==> src/hdl/qwck_pkg.sv <==
// shared constants, quality factor table and base decoding for the k-mer block
package qwck_pkg;

    // field and state widths
    localparam int CHAR_W     = 8;
    localparam int K_W        = 5;
    localparam int FACTOR_W   = 16;
    localparam int DIVISOR_W  = 17;
    localparam int PROD_W     = 64;
    localparam int MAX_K_DEF  = 31;
    localparam int WIN_DEPTH  = 32;
    localparam int WIN_AW     = 5;

    // divider: the top quotient bits are known zero because any factor is at least 2^14
    localparam int MULT_W     = PROD_W + FACTOR_W;
    localparam int ZERO_QBITS = 14;
    localparam int DIV_STEPS  = MULT_W - ZERO_QBITS;
    localparam int STEP_W     = $clog2(DIV_STEPS);

    localparam logic [K_W-1:0]       KLEN_RESET     = K_W'(22);
    localparam logic [PROD_W-1:0]    ONE_Q63        = {1'b1, {(PROD_W-1){1'b0}}};
    localparam logic [FACTOR_W-1:0]  FLOOR_Q16      = 16'd16384;
    localparam logic [FACTOR_W-1:0]  FACTOR_MAX     = 16'hFFFF;
    localparam logic [DIVISOR_W-1:0] ONE_Q16        = 17'h10000;
    localparam logic [CHAR_W-1:0]    QUAL_OFFSET    = 8'd33;
    localparam int                   QUAL_ENTRIES   = 47;

    // base characters and their 2-bit codes
    localparam logic [CHAR_W-1:0] CHAR_UA = 8'h41;
    localparam logic [CHAR_W-1:0] CHAR_UC = 8'h43;
    localparam logic [CHAR_W-1:0] CHAR_UG = 8'h47;
    localparam logic [CHAR_W-1:0] CHAR_UT = 8'h54;
    localparam logic [CHAR_W-1:0] CHAR_LA = 8'h61;
    localparam logic [CHAR_W-1:0] CHAR_LC = 8'h63;
    localparam logic [CHAR_W-1:0] CHAR_LG = 8'h67;
    localparam logic [CHAR_W-1:0] CHAR_LT = 8'h74;

    localparam logic [1:0] CODE_A = 2'd0;
    localparam logic [1:0] CODE_C = 2'd1;
    localparam logic [1:0] CODE_G = 2'd2;
    localparam logic [1:0] CODE_T = 2'd3;
    localparam logic [1:0] CODE_COMP = 2'b11;

    // quality factor max(0.25, 1 - 10^(-q/10)) in Q0.16 for q = 0..46
    localparam logic [FACTOR_W-1:0] QUAL_ROM [QUAL_ENTRIES] = '{
        16'd16384, 16'd16384, 16'd24186, 16'd32690, 16'd39446, 16'd44812, 16'd49074,
        16'd52460, 16'd55149, 16'd57286, 16'd58982, 16'd60330, 16'd61401, 16'd62251,
        16'd62927, 16'd63464, 16'd63890, 16'd64228, 16'd64497, 16'd64711, 16'd64881,
        16'd65015, 16'd65122, 16'd65208, 16'd65275, 16'd65329, 16'd65371, 16'd65405,
        16'd65432, 16'd65453, 16'd65470, 16'd65484, 16'd65495, 16'd65503, 16'd65510,
        16'd65515, 16'd65520, 16'd65523, 16'd65526, 16'd65528, 16'd65529, 16'd65531,
        16'd65532, 16'd65533, 16'd65533, 16'd65534, 16'd65534
    };

    // quality character to Q0.16 factor
    function automatic logic [FACTOR_W-1:0] factor_of(input logic [CHAR_W-1:0] q);
        logic [CHAR_W-1:0] rel;
        rel = q - QUAL_OFFSET;
        if (q < QUAL_OFFSET)
            return FLOOR_Q16;
        else if (rel >= CHAR_W'(QUAL_ENTRIES))
            return FACTOR_MAX;
        else
            return QUAL_ROM[rel[5:0]];
    endfunction

    // base character to 2-bit code, anything unknown codes as A
    function automatic logic [1:0] base_code(input logic [CHAR_W-1:0] c);
        logic [1:0] code;
        case (c)
            CHAR_UA, CHAR_LA: code = CODE_A;
            CHAR_UC, CHAR_LC: code = CODE_C;
            CHAR_UG, CHAR_LG: code = CODE_G;
            CHAR_UT, CHAR_LT: code = CODE_T;
            default:          code = CODE_A;
        endcase
        return code;
    endfunction

    // uppercase ACGT only
    function automatic logic base_good(input logic [CHAR_W-1:0] c);
        return (c == CHAR_UA) || (c == CHAR_UC) || (c == CHAR_UG) || (c == CHAR_UT);
    endfunction

endpackage

==> src/hdl/qwck_ram.sv <==
// generic single-write, single-read ram with registered read data
module qwck_ram #(
    parameter int WIDTH = 16,
    parameter int DEPTH = 32
) (
    input  logic                     clk,
    input  logic                     we,
    input  logic [$clog2(DEPTH)-1:0] waddr,
    input  logic [WIDTH-1:0]         wdata,
    input  logic                     re,
    input  logic [$clog2(DEPTH)-1:0] raddr,
    output logic [WIDTH-1:0]         rdata
);

    logic [WIDTH-1:0] mem [DEPTH];

    // write port and registered read port
    always_ff @(posedge clk)
    begin
        if (we)
        begin
            mem[waddr] <= wdata;
        end
        if (re)
        begin
            rdata <= mem[raddr];
        end
    end

endmodule

==> src/hdl/qwck_muldiv.sv <==
// sequential capped floor(p * f / d) in Q1.63: shared 32x16 multiplier, restoring divide
module qwck_muldiv (
    input  logic                               clk,
    input  logic                               rst_n,
    input  logic                               start,
    input  logic [qwck_pkg::PROD_W-1:0]        p,
    input  logic [qwck_pkg::FACTOR_W-1:0]      f,
    input  logic [qwck_pkg::DIVISOR_W-1:0]     d,
    output logic                               done,
    output logic [qwck_pkg::PROD_W-1:0]        result
);
    import qwck_pkg::*;

    typedef enum logic [1:0] {
        MD_IDLE,
        MD_MUL_HI,
        MD_DIV,
        MD_DONE
    } md_state_t;

    localparam int HALF_W = PROD_W / 2;
    localparam int PP_W   = HALF_W + FACTOR_W;
    localparam int NUM_W  = DIV_STEPS;

    md_state_t               state_reg;
    logic [HALF_W-1:0]       p_hi_reg;
    logic [FACTOR_W-1:0]     f_reg;
    logic [DIVISOR_W-1:0]    d_reg;
    logic [PP_W-1:0]         lo_reg;
    logic [DIVISOR_W-1:0]    rem_reg;
    logic [NUM_W-1:0]        num_reg;
    logic [STEP_W-1:0]       step_reg;

    logic [HALF_W-1:0]       mul_a;
    logic [FACTOR_W-1:0]     mul_b;
    logic [PP_W-1:0]         mul_out;
    logic [MULT_W-1:0]       sum;
    logic [DIVISOR_W:0]      shifted;
    logic [DIVISOR_W:0]      trial;
    logic                    borrow;
    logic [DIVISOR_W-1:0]    rem_next;
    logic [NUM_W-1:0]        num_next;

    // one multiplier, low half of p at start, high half in the next cycle
    assign mul_a   = (state_reg == MD_IDLE) ? p[HALF_W-1:0] : p_hi_reg;
    assign mul_b   = (state_reg == MD_IDLE) ? f : f_reg;
    assign mul_out = PP_W'(mul_a) * PP_W'(mul_b);

    // full product from the two partial products
    assign sum = MULT_W'(lo_reg) + {mul_out, {HALF_W{1'b0}}};

    // one restoring divide step
    assign shifted  = {rem_reg, num_reg[NUM_W-1]};
    assign trial    = shifted - {1'b0, d_reg};
    assign borrow   = trial[DIVISOR_W];
    assign rem_next = borrow ? shifted[DIVISOR_W-1:0] : trial[DIVISOR_W-1:0];
    assign num_next = {num_reg[NUM_W-2:0], ~borrow};

    // quotient capped at 1.0
    assign done   = (state_reg == MD_DONE);
    assign result = (num_reg > NUM_W'(ONE_Q63)) ? ONE_Q63 : num_reg[PROD_W-1:0];

    // sequencer
    always_ff @(posedge clk or negedge rst_n)
    begin
        if (!rst_n)
        begin
            state_reg <= MD_IDLE;
            step_reg  <= '0;
            p_hi_reg  <= '0;
            f_reg     <= '0;
            d_reg     <= '0;
            lo_reg    <= '0;
            rem_reg   <= '0;
            num_reg   <= '0;
        end
        else
        begin
            case (state_reg)
                MD_IDLE:
                begin
                    if (start)
                    begin
                        p_hi_reg  <= p[PROD_W-1:HALF_W];
                        f_reg     <= f;
                        d_reg     <= d;
                        lo_reg    <= mul_out;
                        state_reg <= MD_MUL_HI;
                    end
                end
                MD_MUL_HI:
                begin
                    rem_reg   <= DIVISOR_W'(sum[MULT_W-1:NUM_W]);
                    num_reg   <= sum[NUM_W-1:0];
                    step_reg  <= '0;
                    state_reg <= MD_DIV;
                end
                MD_DIV:
                begin
                    rem_reg  <= rem_next;
                    num_reg  <= num_next;
                    step_reg <= step_reg + STEP_W'(1);
                    if (step_reg == STEP_W'(DIV_STEPS - 1))
                    begin
                        state_reg <= MD_DONE;
                    end
                end
                MD_DONE:
                begin
                    state_reg <= MD_IDLE;
                end
                default:
                begin
                    state_reg <= MD_IDLE;
                end
            endcase
        end
    end

endmodule

==> src/hdl/quality_weighted_canonical_kmer.sv <==
// top level: rolling canonical k-mer extraction with quality-weighted window product
//
//  port group   direction  handshake             payload
//  in           sink       in_valid / in_ready   base_char, quality_char, read_start
//  out          source     out_valid / out_ready canonical_kmer, weight, from_reverse
//  cfg          sink       cfg_valid / cfg_ready cfg_data (k-mer length)
//
// An item occupies the block from its accept through the fetch, calc and emit states;
// the calc time is set by the shared 32x16 multiplier and the bit-serial divider (66 steps).
// An item with no result frees the block without passing through the emit state.
// Reset is asynchronous; it clears the rolling state and loads the k-mer length with 22.
// A finished result waits in the output register; a stalled output only holds
// the block once the next result is ready to be loaded.
module quality_weighted_canonical_kmer #(
    parameter int MAX_K = qwck_pkg::MAX_K_DEF
) (
    input  logic                            clk,
    input  logic                            rst_n,
    // input items
    input  logic                            in_valid,
    output logic                            in_ready,
    input  logic [qwck_pkg::CHAR_W-1:0]     base_char,
    input  logic [qwck_pkg::CHAR_W-1:0]     quality_char,
    input  logic                            read_start,
    // results
    output logic                            out_valid,
    input  logic                            out_ready,
    output logic [2*MAX_K-1:0]              canonical_kmer,
    output logic [qwck_pkg::PROD_W-1:0]     weight,
    output logic                            from_reverse,
    // configuration
    input  logic                            cfg_valid,
    output logic                            cfg_ready,
    input  logic [qwck_pkg::K_W-1:0]        cfg_data
);
    import qwck_pkg::*;

    typedef enum logic [1:0] {
        ST_IDLE,
        ST_FETCH,
        ST_CALC,
        ST_EMIT
    } state_t;

    localparam int KMER_W = 2 * MAX_K;
    localparam int TOP_W  = K_W + 1;

    state_t                  state_reg;
    logic [K_W-1:0]          klen_reg;
    logic [KMER_W-1:0]       fwd_reg;
    logic [KMER_W-1:0]       rev_reg;
    logic [K_W-1:0]          mask_reg;
    logic [K_W-1:0]          seen_reg;
    logic [PROD_W-1:0]       prod_reg;
    logic [WIN_AW-1:0]       win_pos_reg;
    logic [FACTOR_W-1:0]     factor_reg;
    logic                    full_reg;
    logic                    emit_reg;
    logic                    out_valid_reg;
    logic [KMER_W-1:0]       kmer_out_reg;
    logic [PROD_W-1:0]       weight_out_reg;
    logic                    rev_out_reg;

    logic                    in_xfer;
    logic [K_W-1:0]          k_eff;
    logic [TOP_W-1:0]        top;
    logic [KMER_W-1:0]       fmask;
    logic [1:0]              code;
    logic                    good;
    logic [FACTOR_W-1:0]     factor_in;
    logic [KMER_W-1:0]       fwd_start;
    logic [KMER_W-1:0]       rev_start;
    logic [K_W-1:0]          seen_start;
    logic [K_W-1:0]          mask_start;
    logic [KMER_W-1:0]       fwd_next;
    logic [KMER_W-1:0]       rev_next;
    logic [K_W-1:0]          seen_next;
    logic [K_W-1:0]          mask_next;
    logic                    full_next;
    logic                    emit_next;
    logic [WIN_AW-1:0]       rd_addr;
    logic [FACTOR_W-1:0]     win_rdata;
    logic [DIVISOR_W-1:0]    divisor;
    logic                    md_start;
    logic                    md_done;
    logic [PROD_W-1:0]       md_result;
    logic                    out_free;
    logic                    pick_rev;

    assign in_ready  = (state_reg == ST_IDLE);
    assign in_xfer   = in_valid && in_ready;
    assign cfg_ready = 1'b1;

    // effective k clamped to 1..MAX_K
    always_comb
    begin
        if (klen_reg == '0)
            k_eff = K_W'(1);
        else if (klen_reg > K_W'(MAX_K))
            k_eff = K_W'(MAX_K);
        else
            k_eff = klen_reg;
    end

    assign top   = {k_eff, 1'b0} - TOP_W'(2);
    assign fmask = (KMER_W'(1) << top) - KMER_W'(1);

    // decode the incoming base and quality
    assign code      = base_code(base_char);
    assign good      = base_good(base_char);
    assign factor_in = factor_of(quality_char);

    // rolling state, cleared first when a read starts
    assign fwd_start  = read_start ? '0 : fwd_reg;
    assign rev_start  = read_start ? '0 : rev_reg;
    assign seen_start = read_start ? '0 : seen_reg;
    assign mask_start = read_start ? '0 : mask_reg;

    assign fwd_next  = ((fwd_start & fmask) << 2) | KMER_W'(code);
    assign rev_next  = (rev_start >> 2) | (KMER_W'(CODE_COMP ^ code) << top);
    assign full_next = (seen_start >= k_eff);
    assign seen_next = (seen_start < k_eff) ? seen_start + K_W'(1) : k_eff;

    // countdown that blocks k-mers covering a bad base
    always_comb
    begin
        if (!good)
            mask_next = k_eff;
        else if (mask_start != '0)
            mask_next = mask_start - K_W'(1);
        else
            mask_next = '0;
    end

    assign emit_next = (seen_next >= k_eff) && (mask_next == '0);

    // factor window: write the new factor, read the one leaving the window
    assign rd_addr = win_pos_reg - WIN_AW'(k_eff);

    qwck_ram #(
        .WIDTH (FACTOR_W),
        .DEPTH (WIN_DEPTH)
    ) u_window (
        .clk   (clk),
        .we    (in_xfer),
        .waddr (win_pos_reg),
        .wdata (factor_in),
        .re    (in_xfer),
        .raddr (rd_addr),
        .rdata (win_rdata)
    );

    // divisor: outgoing factor once the window is full, otherwise 1.0
    assign divisor  = (full_reg && (win_rdata != '0)) ? DIVISOR_W'(win_rdata) : ONE_Q16;
    assign md_start = (state_reg == ST_FETCH);

    qwck_muldiv u_muldiv (
        .clk    (clk),
        .rst_n  (rst_n),
        .start  (md_start),
        .p      (prod_reg),
        .f      (factor_reg),
        .d      (divisor),
        .done   (md_done),
        .result (md_result)
    );

    assign out_free = !out_valid_reg || out_ready;
    assign pick_rev = !(fwd_reg < rev_reg);

    // configuration register
    always_ff @(posedge clk or negedge rst_n)
    begin
        if (!rst_n)
        begin
            klen_reg <= KLEN_RESET;
        end
        else if (cfg_valid && cfg_ready)
        begin
            klen_reg <= cfg_data;
        end
    end

    // sequencer, rolling state and output register
    always_ff @(posedge clk or negedge rst_n)
    begin
        if (!rst_n)
        begin
            state_reg      <= ST_IDLE;
            fwd_reg        <= '0;
            rev_reg        <= '0;
            mask_reg       <= '0;
            seen_reg       <= '0;
            prod_reg       <= ONE_Q63;
            win_pos_reg    <= '0;
            factor_reg     <= '0;
            full_reg       <= 1'b0;
            emit_reg       <= 1'b0;
            out_valid_reg  <= 1'b0;
            kmer_out_reg   <= '0;
            weight_out_reg <= '0;
            rev_out_reg    <= 1'b0;
        end
        else
        begin
            // output valid: set on a new result, cleared when the result is taken
            if ((state_reg == ST_EMIT) && out_free)
            begin
                out_valid_reg <= 1'b1;
            end
            else if (out_valid_reg && out_ready)
            begin
                out_valid_reg <= 1'b0;
            end
            case (state_reg)
                ST_IDLE:
                begin
                    if (in_xfer)
                    begin
                        fwd_reg     <= fwd_next;
                        rev_reg     <= rev_next;
                        seen_reg    <= seen_next;
                        mask_reg    <= mask_next;
                        full_reg    <= full_next;
                        emit_reg    <= emit_next;
                        factor_reg  <= factor_in;
                        win_pos_reg <= win_pos_reg + WIN_AW'(1);
                        if (read_start)
                        begin
                            prod_reg <= ONE_Q63;
                        end
                        state_reg   <= ST_FETCH;
                    end
                end
                ST_FETCH:
                begin
                    state_reg <= ST_CALC;
                end
                ST_CALC:
                begin
                    if (md_done)
                    begin
                        prod_reg  <= md_result;
                        state_reg <= emit_reg ? ST_EMIT : ST_IDLE;
                    end
                end
                ST_EMIT:
                begin
                    if (out_free)
                    begin
                        kmer_out_reg   <= pick_rev ? rev_reg : fwd_reg;
                        weight_out_reg <= prod_reg;
                        rev_out_reg    <= pick_rev;
                        state_reg      <= ST_IDLE;
                    end
                end
                default:
                begin
                    state_reg <= ST_IDLE;
                end
            endcase
        end
    end

    assign out_valid      = out_valid_reg;
    assign canonical_kmer = kmer_out_reg;
    assign weight         = weight_out_reg;
    assign from_reverse   = rev_out_reg;

    // checks
    a_busy_after_xfer: assert property (@(posedge clk) disable iff (!rst_n)
        in_xfer |=> !in_ready)
        else $error("block took an item while still busy");

    a_done_in_calc: assert property (@(posedge clk) disable iff (!rst_n)
        md_done |-> (state_reg == ST_CALC))
        else $error("divider finished outside the calc state");

    a_weight_capped: assert property (@(posedge clk) disable iff (!rst_n)
        out_valid_reg |-> (weight_out_reg <= ONE_Q63))
        else $error("weight above 1.0");

    a_seen_bounded: assert property (@(posedge clk) disable iff (!rst_n)
        (state_reg == ST_FETCH) |-> (seen_reg <= k_eff))
        else $error("base count beyond k");

endmodule

==> config.mk <==
export PLATFORM = sky130hd
export DESIGN_NAME = quality_weighted_canonical_kmer
export DESIGN_NICKNAME = d
export VERILOG_FILES = /design/src/hdl/qwck_pkg.sv /design/src/hdl/qwck_ram.sv /design/src/hdl/qwck_muldiv.sv /design/src/hdl/quality_weighted_canonical_kmer.sv
export SDC_FILE = /design/constraint.sdc
export NUM_CORES = 2
export LEC_CHECK = 0
export BUFFER_PORTS_ARGS = -buffer_cell sky130_fd_sc_hd__buf_2
export CAP_MARGIN = 10
export CORE_MARGIN = 1.5
export CORE_UTILIZATION = 45
export CTS_BUF_LIST = sky130_fd_sc_hd__clkbuf_4 sky130_fd_sc_hd__clkbuf_8
export CTS_CLUSTER_DIAMETER = 40
export DETAILED_ROUTE_END_ITERATION = 8
export GPL_ROUTABILITY_DRIVEN = 0
export GPL_TIMING_DRIVEN = 0
export PLACE_DENSITY = 0.63
export SETUP_SLACK_MARGIN = 0.3
export SLEW_MARGIN = 20
export SYNTH_ARGS = -nofsm -noshare
export SYNTH_HDL_FRONTEND = slang
export SYNTH_SLANG_ARGS = --single-unit
==> constraint.sdc <==
create_clock -name clk -period 9 [get_ports clk]
set_input_delay 1.8 -clock clk [delete_from_list [all_inputs] [get_ports clk]]
set_output_delay 1.8 -clock clk [all_outputs]
set_load 0.005 [all_outputs]
==> key figures <==
Timing
  – Min cycle time layout: 8660 ps
  – Final hold vios: 0
  – Max-slew headroom: 20.5%
  – Slew @ Worst Pin: 1190 ps
  – Fin. max-slew vios: 0
  – RSZ-0062 raised after global routing: false
  – Hold WS: 466 ps
  – Fmax: 0.116 GHz
  – Final setup viols: 0
  – Fin crit share: 96.2%
  – Final Skew: 67.9 ps

Run
  – Max Cap Violations: 0

Clock network
  – CTS tree: done
  – Reg clk slew, reported paths: 60 ps
  – Maximum root-to-sink buffer count: 3
  – CTS sink cnt: 1089
  – Clock H-tree levels: 4
  – Root Driver: clkbuf_8
  – Number of buffers created by CTS: 191
  – Clock latency on the worst-skew pair: 960 ps
  – Hold_buf cts: 0

Logic synthesis
  – Area contributors post-synth: edfxtp_1 23%, dfrtp_1 21%, fa_1 12%, nand2_1 5.4%, mux4_2 5.3%
  – Async SR Flop Fraction: 51.5%
  – Top FF cell, synth: dfrtp_1
  – Top-area cell type share of the netlist area: 23.4%
  – Post-synthesis cell area: 67700 µm²
  – #FFs+latches synth: 1089
  – Number of synthesized flops with an enable pin: 528
  – Top-count cell post-synth: nand2_1
  – Gate Count Post-Synth: 6215
  – Cell variety after synth: 91
  – Top post-synthesis cells by count: 976 x nand2_1, 578 x nor2_1, 557 x dfrtp_1
  – Syn Area/Cell: 10.9 µm²
  – Synth Net Count: 6921
  – Register area share after synthesis: 44.2%
  – Synth warnings: 0
  – Largest area contributor in the netlist: edfxtp_1

Routing
  – Final wirelength: 221000 µm
  – Vias/cell: 5.97
  – Routed Antenna Nets: 0
  – Drt drc: 0
  – First-pass iteration count of the detailed router: 8
  – Wire per inst: 24.8 µm
  – Routed vias: 53300
  – Initial DRC count: 6276

Cells and area
  – Final core occ: 53.5%
  – Layout cell share with drive strength beyond 1: 18.6%
  – Area grow syn2layout: 18.2%
  – FF+latch area: 29900 µm²
  – Number of flip-flops in the largest register: 512
  – Final instance area: 80000 µm²
  – Multi-input logic area: 36300 µm²
  – FILL cells: 12900
  – Nets@finish: 7470

Floorplan
  – IO Count: 157
  – Die Wd: 391 µm
  – Core Rows: 142
  – Initial core utilization: 45.2%
  – Die area: 153000 µm²
  – Die Y-Extent: 391 µm
  – Core Area: 150000 µm²

Worst setup path
  – CP endpoint kind: flop
  – Max FO, Critical Path: 10
  – Crit path arrival time: 9440 ps
  – Worst R2R Path Depth: 32
  – Crit path kind: reg -> reg
  – CP peak stage delay: 590 ps
  – Top cell by count, worst path: fa_1
  – WP data required: 9790 ps
  – CP max stage cell: fa_1
  – CP Launch Type: flop

Placed design
  – Detail Placement HPWL: 166000 µm
  – Placed Area: 72200 µm²
  – Port-buffer cells: 153

Global routing
  – Antenna violations before repair: 5
  – Grt total ovfl: 0
  – First-pass GRT wire length: 329000 µm
  – Vias in the first global route: 52200
  – Largest net degree at the start of global routing: 99
  – Global Route Usage Sum: 28.8%

Min path
  – Worst Hold Depth: 2
  – Hold Crit Class: reg -> reg

Status
  – Status: completed
==> repair_timing <==
item / 4_1_cts / 5_1_grt
setup endpoints to repair: 66 / 30
resized for setup: 327 / 211
hold endpoints to repair: 0 / 0
setup buffers: 61 / 83
cloned: 0 / 7
pin swaps: 27 / 82
==> path summary, 6_finish.rpt <==
| kind | start | to | slack [ps] |
|---|---|---|---|
| max reg2reg | u_muldiv.state_reg[0] | u_muldiv.rem_reg[6] | 340 |
| max | u_muldiv.state_reg[0] | u_muldiv.rem_reg[6] | 340 |
| max in group asynchronous | rst_n | klen_reg[4] | 5210 |
| min | weight[29] | weight[29] | 470 |
| min in group asynchronous | rst_n | prod_reg[38] | 890 |
| min reg2reg | weight[29] | weight[29] | 470 |
==> per-layer routing <==
metal  track usage, %  part of all wire [%]  vias to the layer above
met5                0                0.0059                        -
met4             12.6                   5.1                        2
met3             6.57                    10                      616
met2             44.3                    45                     2952
met1             39.1                    40                    26800
li1                 -                     -                    22900
==> cells by family (layout without fill, tap and decap cells) <==
logic type	count (synthesis)	count (layout)	share of synthesized area [%]
compound gates	1006	1006	10.4
xor+xnor	127	127	1.64
fa+ha+maj	679	679	17.2
buf+inv	921	1624	5.15
flops	1089	1089	44.2
mux	362	362	8.48
other cells	1	6	0.00554
simple gates	2030	2030	12.9
==> critical path: cells and delay by family, from the launching register on <==
family                     cells  cell delay (ps)
buffers and inverters          9             1170
xor gates and xnor gates       2              280
AOI/OAI and AO/OA              5             1120
adders and majority gates      9             3970
DFF                            1              410
and+or+nand+nor                6             1280
muxes                          1              260
==> placed cells by master, fill, tap and decap left out, drive strengths merged, types with 12 or more instances in the layout <==
cell / Yosys / routed
nor2: 579 / 579
a21oi: 260 / 260
xor2: 45 / 45
dfrtp: 557 / 557
nand2: 976 / 976
o21a: 24 / 24
o31ai: 15 / 15
fa: 421 / 421
mux2i: 114 / 114
inv: 556 / 570
a221oi: 68 / 68
a311oi: 68 / 68
o21ai: 189 / 189
nand3: 129 / 129
a32o: 27 / 27
a21o: 59 / 59
buf: 63 / 436
a22o: 78 / 78
a31oi: 16 / 16
mux4: 160 / 160
and3: 17 / 17
ha: 258 / 258
nand4: 41 / 41
and2: 15 / 15
nor2b: 30 / 30
a211oi: 24 / 24
nand2b: 27 / 27
edfxtp: 528 / 528
nor4: 93 / 93
xnor2: 82 / 82
o311a: 65 / 65
or3: 12 / 12
o211ai: 21 / 21
clkinv: 4 / 50
nor3: 53 / 53
or2: 16 / 16
mux2: 88 / 88
clkbuf: 298 / 558
==> final cells by class <==
type                    count  share of cell area [%]
diodes                      5                  0.0156
plain buffers             361                    2.42
clock buffers             277                    4.26
clock inverters            70                   0.799
inverters                 560                    2.63
multi-input cells        4205                    45.4
flip-flops and latches   1089                    37.4
well taps                2016                    3.15
repair buffers            356                    3.97
==> stage by stage <==
step                      cells  setup WS (ps)  setup TNS (ps)
after global placement     8384          -6060        -3294940
after detailed placement   8435          -1920          -58390
after global routing       8935            151               0
final                      8939            344               0
after CTS                  8843            298               0
after floorplan            6215            332               0
Power is not shown: default switching activity piles up to over one toggle a cycle in this logic, so the estimate is an artifact.
